[src/hw/rtl/cqb_pkg.sv]
// Package for the consolidated quote book: sizes, payload structs, entry mapping.
`default_nettype none
package cqb_pkg;

    localparam int NUM_SOURCES = 16;
    localparam int NUM_ENTRIES = 2 * NUM_SOURCES;
    localparam int EW          = $clog2(NUM_ENTRIES);
    localparam int SW          = (NUM_SOURCES > 1) ? $clog2(NUM_SOURCES) : 1;
    localparam int TW          = 36;
    localparam int CW          = 5;

    localparam logic REQ_UPDATE = 1'b0;
    localparam logic REQ_CLEAR  = 1'b1;
    localparam logic SIDE_ASK   = 1'b0;
    localparam logic SIDE_BID   = 1'b1;

    typedef struct packed {
        logic               req_type;
        logic               side;
        logic [3:0]         source_index;
        logic signed [31:0] price;
        logic [31:0]        size;
    } t_item;

    typedef struct packed {
        logic               ask_present;
        logic signed [31:0] best_ask_price;
        logic [TW-1:0]      best_ask_total;
        logic               bid_present;
        logic signed [31:0] best_bid_price;
        logic [TW-1:0]      best_bid_total;
        logic [CW-1:0]      crossed_removed;
    } t_result;

    typedef struct packed {
        logic signed [31:0] price;
        logic [31:0]        size;
    } t_quote;

    // entry = side * NUM_SOURCES + source
    function automatic logic [EW-1:0] entry_of(input logic sd, input logic [3:0] src);
        logic [EW-1:0] base;
        logic [EW-1:0] ofs;
        base = (sd == SIDE_BID) ? EW'(NUM_SOURCES) : '0;
        ofs  = EW'(src);
        return base + ofs;
    endfunction

endpackage
`default_nettype wire

[src/hw/rtl/consolidated_quote_book_top.sv]
// Consolidated quote book: per-source ask/bid quotes, crossing removal, best-level readout.
`default_nettype none
// One transaction is taken when start is high and busy is low; its result appears on
// o_result for exactly one cycle with o_strobe high, and the receiver cannot stall it.
// Each transaction runs from accept to the next possible accept in these steps: the
// addressed quote is read at accept and updated in the check state, then a sweep of
// the quote memory one source per cycle, reading the ask and the bid entry of that
// source through its two read ports, which removes crossed quotes and builds the best
// levels, then the drain state to finish the last entry; the strobe follows as the
// block returns to idle. Held flags sit in flip-flops, so reset needs no clearing pass.
module consolidated_quote_book_top
    import cqb_pkg::*;
(
    input  wire logic    i_clk,
    input  wire logic    i_rst_n,
    input  wire logic    start,
    output logic         busy,
    input  wire t_item   i_item,
    output logic         o_strobe,
    output t_result      o_result
);

    typedef enum logic [3:0] {
        S_IDLE  = 4'b0001,
        S_CHECK = 4'b0010,
        S_SCAN  = 4'b0100,
        S_DRAIN = 4'b1000
    } t_state;

    localparam logic [6:0] NS7 = 7'(NUM_SOURCES);

    t_state r_state, n_state;
    t_item  r_item;
    logic [EW-1:0] r_entry;
    logic [NUM_ENTRIES-1:0] r_held, n_held;
    logic          r_placed, n_placed;
    logic [SW-1:0] r_k, n_k;
    logic [SW-1:0] r_pk;
    logic          r_pv;

    logic               r_af, n_af, r_bf, n_bf;
    logic signed [31:0] r_ap, n_ap, r_bp, n_bp;
    logic [TW-1:0]      r_at, n_at, r_bt, n_bt;
    logic [CW-1:0]      r_rm, n_rm;

    t_quote  r_quote_mem [NUM_ENTRIES];
    t_quote  r_rd_a, r_rd_b;
    logic    mem_we;
    logic [EW-1:0] rd_addr_a, rd_addr_b;
    logic [EW-1:0] pa_idx, pb_idx;

    t_result r_result;
    logic    r_strobe;

    logic accept;
    logic src_ok;
    logic held_e;
    logic rm_a, rm_b;

    assign accept = start && !busy;
    assign busy   = (r_state != S_IDLE);
    assign src_ok = ({3'b000, r_item.source_index} < NS7);
    assign held_e = r_held[r_entry];

    assign rd_addr_a = (r_state == S_IDLE) ? entry_of(i_item.side, i_item.source_index)
                                           : EW'(r_k);
    assign rd_addr_b = EW'(NUM_SOURCES) + EW'(r_k);
    assign pa_idx    = EW'(r_pk);
    assign pb_idx    = EW'(NUM_SOURCES) + EW'(r_pk);

    // quote memory: one write port, two registered read ports
    always_ff @(posedge i_clk) begin
        if (mem_we) begin
            r_quote_mem[r_entry] <= '{price: r_item.price, size: r_item.size};
        end
        r_rd_a <= r_quote_mem[rd_addr_a];
        r_rd_b <= r_quote_mem[rd_addr_b];
    end

    always_comb begin
        n_state  = r_state;
        n_held   = r_held;
        n_placed = r_placed;
        n_k      = r_k;
        n_af     = r_af;
        n_ap     = r_ap;
        n_at     = r_at;
        n_bf     = r_bf;
        n_bp     = r_bp;
        n_bt     = r_bt;
        n_rm     = r_rm;
        mem_we   = 1'b0;
        rm_a     = 1'b0;
        rm_b     = 1'b0;

        unique case (r_state)
            S_IDLE: begin
                if (accept) begin
                    n_state = S_CHECK;
                end
            end
            S_CHECK: begin
                n_placed = 1'b0;
                n_k      = '0;
                n_af     = 1'b0;
                n_ap     = '0;
                n_at     = '0;
                n_bf     = 1'b0;
                n_bp     = '0;
                n_bt     = '0;
                n_rm     = '0;
                if (r_item.req_type == REQ_CLEAR) begin
                    n_held = '0;
                end else if (src_ok) begin
                    // r_rd_a holds the addressed entry, read at accept
                    if (r_item.price > 32'sd0 && (!held_e || r_item.price != r_rd_a.price)) begin
                        n_placed         = 1'b1;
                        n_held[r_entry]  = 1'b1;
                        mem_we           = 1'b1;
                    end else if (held_e && r_item.price <= 32'sd0) begin
                        n_held[r_entry]  = 1'b0;
                    end
                end
                n_state = S_SCAN;
            end
            S_SCAN: begin
                n_k = r_k + 1'b1;
                if (r_k == SW'(NUM_SOURCES - 1)) begin
                    n_state = S_DRAIN;
                end
            end
            S_DRAIN: begin
                n_state = S_IDLE;
            end
            default: begin
                n_state = S_IDLE;
            end
        endcase

        // one ask and one bid entry per cycle, in the cycle after their read
        if (r_pv) begin
            if (r_held[pa_idx]) begin
                if (r_placed && r_item.side == SIDE_BID && r_rd_a.price < r_item.price) begin
                    rm_a           = 1'b1;
                    n_held[pa_idx] = 1'b0;
                end else if (!r_af || r_rd_a.price < r_ap) begin
                    n_af = 1'b1;
                    n_ap = r_rd_a.price;
                    n_at = TW'(r_rd_a.size);
                end else if (r_rd_a.price == r_ap) begin
                    n_at = r_at + TW'(r_rd_a.size);
                end
            end
            if (r_held[pb_idx]) begin
                if (r_placed && r_item.side == SIDE_ASK && r_rd_b.price > r_item.price) begin
                    rm_b           = 1'b1;
                    n_held[pb_idx] = 1'b0;
                end else if (!r_bf || r_rd_b.price > r_bp) begin
                    n_bf = 1'b1;
                    n_bp = r_rd_b.price;
                    n_bt = TW'(r_rd_b.size);
                end else if (r_rd_b.price == r_bp) begin
                    n_bt = r_bt + TW'(r_rd_b.size);
                end
            end
            n_rm = r_rm + CW'(rm_a) + CW'(rm_b);
        end
    end

    always_ff @(posedge i_clk) begin
        if (!i_rst_n) begin
            r_state  <= S_IDLE;
            r_held   <= '0;
            r_pv     <= 1'b0;
            r_strobe <= 1'b0;
            r_placed <= 1'b0;
        end else begin
            r_state  <= n_state;
            r_held   <= n_held;
            r_pv     <= (r_state == S_SCAN);
            r_strobe <= (r_state == S_DRAIN);
            r_placed <= n_placed;
        end
    end

    always_ff @(posedge i_clk) begin
        if (accept) begin
            r_item  <= i_item;
            r_entry <= entry_of(i_item.side, i_item.source_index);
        end
        r_k  <= n_k;
        r_pk <= r_k;
        r_af <= n_af;
        r_ap <= n_ap;
        r_at <= n_at;
        r_bf <= n_bf;
        r_bp <= n_bp;
        r_bt <= n_bt;
        r_rm <= n_rm;
        if (r_state == S_DRAIN) begin
            r_result.ask_present     <= n_af;
            r_result.best_ask_price  <= n_ap;
            r_result.best_ask_total  <= n_at;
            r_result.bid_present     <= n_bf;
            r_result.best_bid_price  <= n_bp;
            r_result.best_bid_total  <= n_bt;
            r_result.crossed_removed <= n_rm;
        end
    end

    assign o_strobe = r_strobe;
    assign o_result = r_result;

    a_strobe_idle: assert property (@(posedge i_clk) disable iff (!i_rst_n)
        o_strobe |-> !busy)
        else $error("result strobe while busy");

    a_accept_busy: assert property (@(posedge i_clk) disable iff (!i_rst_n)
        accept |=> busy)
        else $error("accepted transaction did not raise busy");

    a_clear_no_removal: assert property (@(posedge i_clk) disable iff (!i_rst_n)
        (o_strobe && r_item.req_type == REQ_CLEAR) |->
            (o_result.crossed_removed == '0 && !o_result.ask_present && !o_result.bid_present))
        else $error("clear left quotes or removal count");

    a_empty_side_zero: assert property (@(posedge i_clk) disable iff (!i_rst_n)
        (o_strobe && !o_result.ask_present) |->
            (o_result.best_ask_price == 32'sd0 && o_result.best_ask_total == '0))
        else $error("empty ask side reports a level");

endmodule
`default_nettype wire

[config.mk]
export PLATFORM = sky130hd
export DESIGN_NAME = consolidated_quote_book_top
export DESIGN_NICKNAME = d
export VERILOG_FILES = /design/src/hw/rtl/cqb_pkg.sv /design/src/hw/rtl/consolidated_quote_book_top.sv
export SDC_FILE = /design/constraint.sdc
export NUM_CORES = 2
export LEC_CHECK = 0
export BUFFER_PORTS_ARGS = -buffer_cell sky130_fd_sc_hd__buf_2
export CORE_MARGIN = 3
export CORE_UTILIZATION = 43
export CTS_CLUSTER_SIZE = 28
export DETAILED_ROUTE_END_ITERATION = 8
export GPL_ROUTABILITY_DRIVEN = 0
export REMOVE_ABC_BUFFERS = 1
export SLEW_MARGIN = 15
export SYNTH_ARGS = -nofsm -noshare
export SYNTH_HDL_FRONTEND = slang
export SYNTH_SLANG_ARGS = --single-unit
[constraint.sdc]
create_clock -name i_clk -period 47.6 [get_ports i_clk]
set_clock_uncertainty 0.05 [all_clocks]
set_input_delay 11.9 -clock i_clk [delete_from_list [all_inputs] [get_ports i_clk]]
set_output_delay 11.9 -clock i_clk [all_outputs]
set_load 0.02 [all_outputs]
==> qor.txt <==
Fmax achieved: 61.56 MHz
Final Max Tran Viols: 0
Max stage delay on crit path: 0.82 ns
Clk_lat worst skew: 0.95 ns
Post-synthesis sequential area ratio: 67.43%
Hold depth: 2
Average wire per standard cell: 32.53 um
I/O Pins: 218
CTS Hold Bufs: 0
Clock root buffer: clkbuf_16
Initial antenna violation count: 21
Slew at the pin closest to its max-slew limit: 1.320 ns
Worst Path Arrival: 17.03 ns
Drt drc: 0
CTS buffer count: 287
Synth area leaders: edfxtp_1, mux4_2, dfxtp_1, nand2_1, nand3_1
Cell mode on critical path: buf_4
Setup TNS: 0 ns
Row count: 185
Final std cells w/o fill: 10772
Family with the most delay on the worst path: buffers and inverters
Crit Path Class: input pin to flip-flop
Vias per cell: 6.305
Hold_sp: r_ap[8]
RR Startpoint: r_item[63]
Worst Setup Slack, final: 31.35 ns
Final Critical Period: 16.25 ns
Multi-input gate area: 34120 um2
Die X: 512.2 um
Most common cell in the netlist: edfxtp_1
DR vias: 67918
Layout cells sized above 1: 21.77%
PostCTS Resize Cnt: 0
Synth top area share: 61.73%
Fin util: 49.08%
Setup bufs post-CTS: 0
Hold Fails Final Rpt: 0
Mapped Area: 110200 um2
VDD IR max: 0.03938 mV
Clock-pin slew on the worst setup and hold paths: 0.06 ns
Post-Syn Area per Cell: 15.94 um2
Fill cell count: 21098
CP bufs+invs: 6
Status: finished clean
RR Endpoint: o_result[94]
CTS max path bufs: 4
Crit-path max FO: 45
Synth async-reset ratio: 0%
Layout Nets: 7458
Largest net degree at the start of global routing: 150
Htree depth: 5
Core footprint: 254400 um2
Post-route ant nets: 0
Die height: 512.2 um
FF+latch area: 74300 um2
Initial core utilization: 43.31%
Initial DRC Count: 9571
CP Capture Type: flip-flop
Gr ovfl total: 0
Final Instance Area: 124800 um2
EDFF count, synth: 2265
First-pass GRT wire length: 496.7 mm
Hold Path End: r_ap[8]
HPWL Detailed: 193.9 mm
Slowest cell on crit path: buf_4
Syn-to-layout area delta: 13.31%
Dominant cell type by area after synthesis: edfxtp_1
Unrepaired setup endpoints after global routing: false
DRT Pass-1 Iters: 6
Tot GR Track Use: 26.25%
# port buffers: 217
Dpl cells: 10264
CP required: 48.39 ns
Power per Cell Area: 41.61 nW/um2
P_leak: 42.46 nW
CTS tree: built
Vias in the first global route: 67191
Flop2flop setup slack: 40.58 ns
YS warnings: 0
Synth cell count leaders: edfxtp_1, nand2_1, mux4_2
CTS sink count: 2579
Synthesized instance count: 6912
Final setup fails: 0
Slew headroom: 11.99%
Max-Cap Viols: 0
Register bit total from synthesis: 2579
Setup crit start kind: input pin
FF-to-FF path depth: 13
Die ar.: 262400 um2
Area after DPL: 115700 um2
Prevailing post-synth register cell: edfxtp_1
Crit. Startpoint: i_item[64]
Yosys cell types: 76
CP Cell Sequence: buf_2 -> mux2i_4 -> buf_4 -> buf_4 -> buf_4 -> buf_4 -> buf_4 -> mux4_2 -> nand2_1 -> nand3_1 -> nand3_1 -> nand2_1
Place WS: 30.19 ns
Final period utilization: 34.13%
Final WL: 350.4 mm
Worst hold path class: flip-flop to flip-flop
[power breakdown]
group          internal [mW]  switching (mW)
logic                  0.180           0.277
clock network           1.29           0.894
registers               2.49          0.0561
total                   3.97            1.23
[through the flow]
| stage | hold slack, ns | total power, mW |
|---|---|---|
| floorplan | 0.3863 | 3.251 |
| global placement | 0.4179 | 3.046 |
| detailed placement | 0.4181 | 3.051 |
| CTS | 0.4326 | 5.221 |
| global route | 0.4565 | 5.351 |
| finish | 0.4303 | 5.195 |
[per-layer routing]
| layer | vias up | share of wire (%) | global-route usage (%) |
|---|---|---|---|
| li1 | 27873 | - | - |
| met1 | 35240 | 40 | 36.80 |
| met2 | 4069 | 46 | 40.52 |
| met3 | 728 | 10 | 5.466 |
| met4 | 8 | 4.1 | 9.913 |
| met5 | - | 0.012 | 0 |
[sequential cells by signal (all words and copies together) (netlist names), 5 cells and up]
name / count
o_result: 143
r_bp: 32
r_held: 32
r_bt: 36
r_at: 36
r_rd_a: 64
r_rm: 5
r_rd_b: 64
r_item: 66
r_quote_mem: 2048
r_ap: 32
[layout make-up]
cell class,instances,share of cell area [%]
Sequential cell,2579,59.51
Multi-Input combinational cell,3792,27.33
Clock buffer,371,6.269
Tap cell,3366,3.373
Timing Repair Buffer,400,2.056
Clock inverter,127,1.052
Inverter,128,0.3848
Antenna cell,9,0.01804
[worst max-delay path by stage]
stage / endpoint / slack (ns) / cells after the start
6_report: r_rd_a[9] / 31.35 / 12
5_1_grt: r_rd_a[48] / 30.82 / 12
4_1_cts: r_rd_a[48] / 31.20 / 12
3_5_place_dp: r_rd_a[9] / 30.19 / 12
3_3_place_gp: r_rd_a[30] / 30.18 / 12
2_1_floorplan: r_rd_a[11] / -124.51 / 6
[logic make-up after synthesis]
| kind of cell | after synthesis | share of synthesized area, % |
|---|---|---|
| DFF | 2579 | 67.43 |
| xor gates and xnor gates | 61 | 0.4849 |
| muxes | 921 | 15.91 |
| AOI/OAI and AO/OA | 876 | 5.010 |
| buffers and inverters | 541 | 1.957 |
| and+or+nand+nor | 1737 | 6.945 |
| adders and majority gates | 197 | 2.257 |
[worst min-delay path: stages (launching register included)]
cell	delay, ns
dfxtp_1	0.31
nand3_1	0.06
nand2_1	0.06
[placed cells by master (no fill, tap or decap), drive strengths merged, types with 84 or more instances in the layout]
cell type / count
edfxtp: 2265
nand2: 948
a22oi: 84
a21oi: 218
clkbuf: 371
mux4: 658
nand3: 492
nor2: 115
inv: 134
ha: 194
buf: 400
o21ai: 303
mux2i: 197
dfxtp: 314
(Power assumes the default switching activity.)
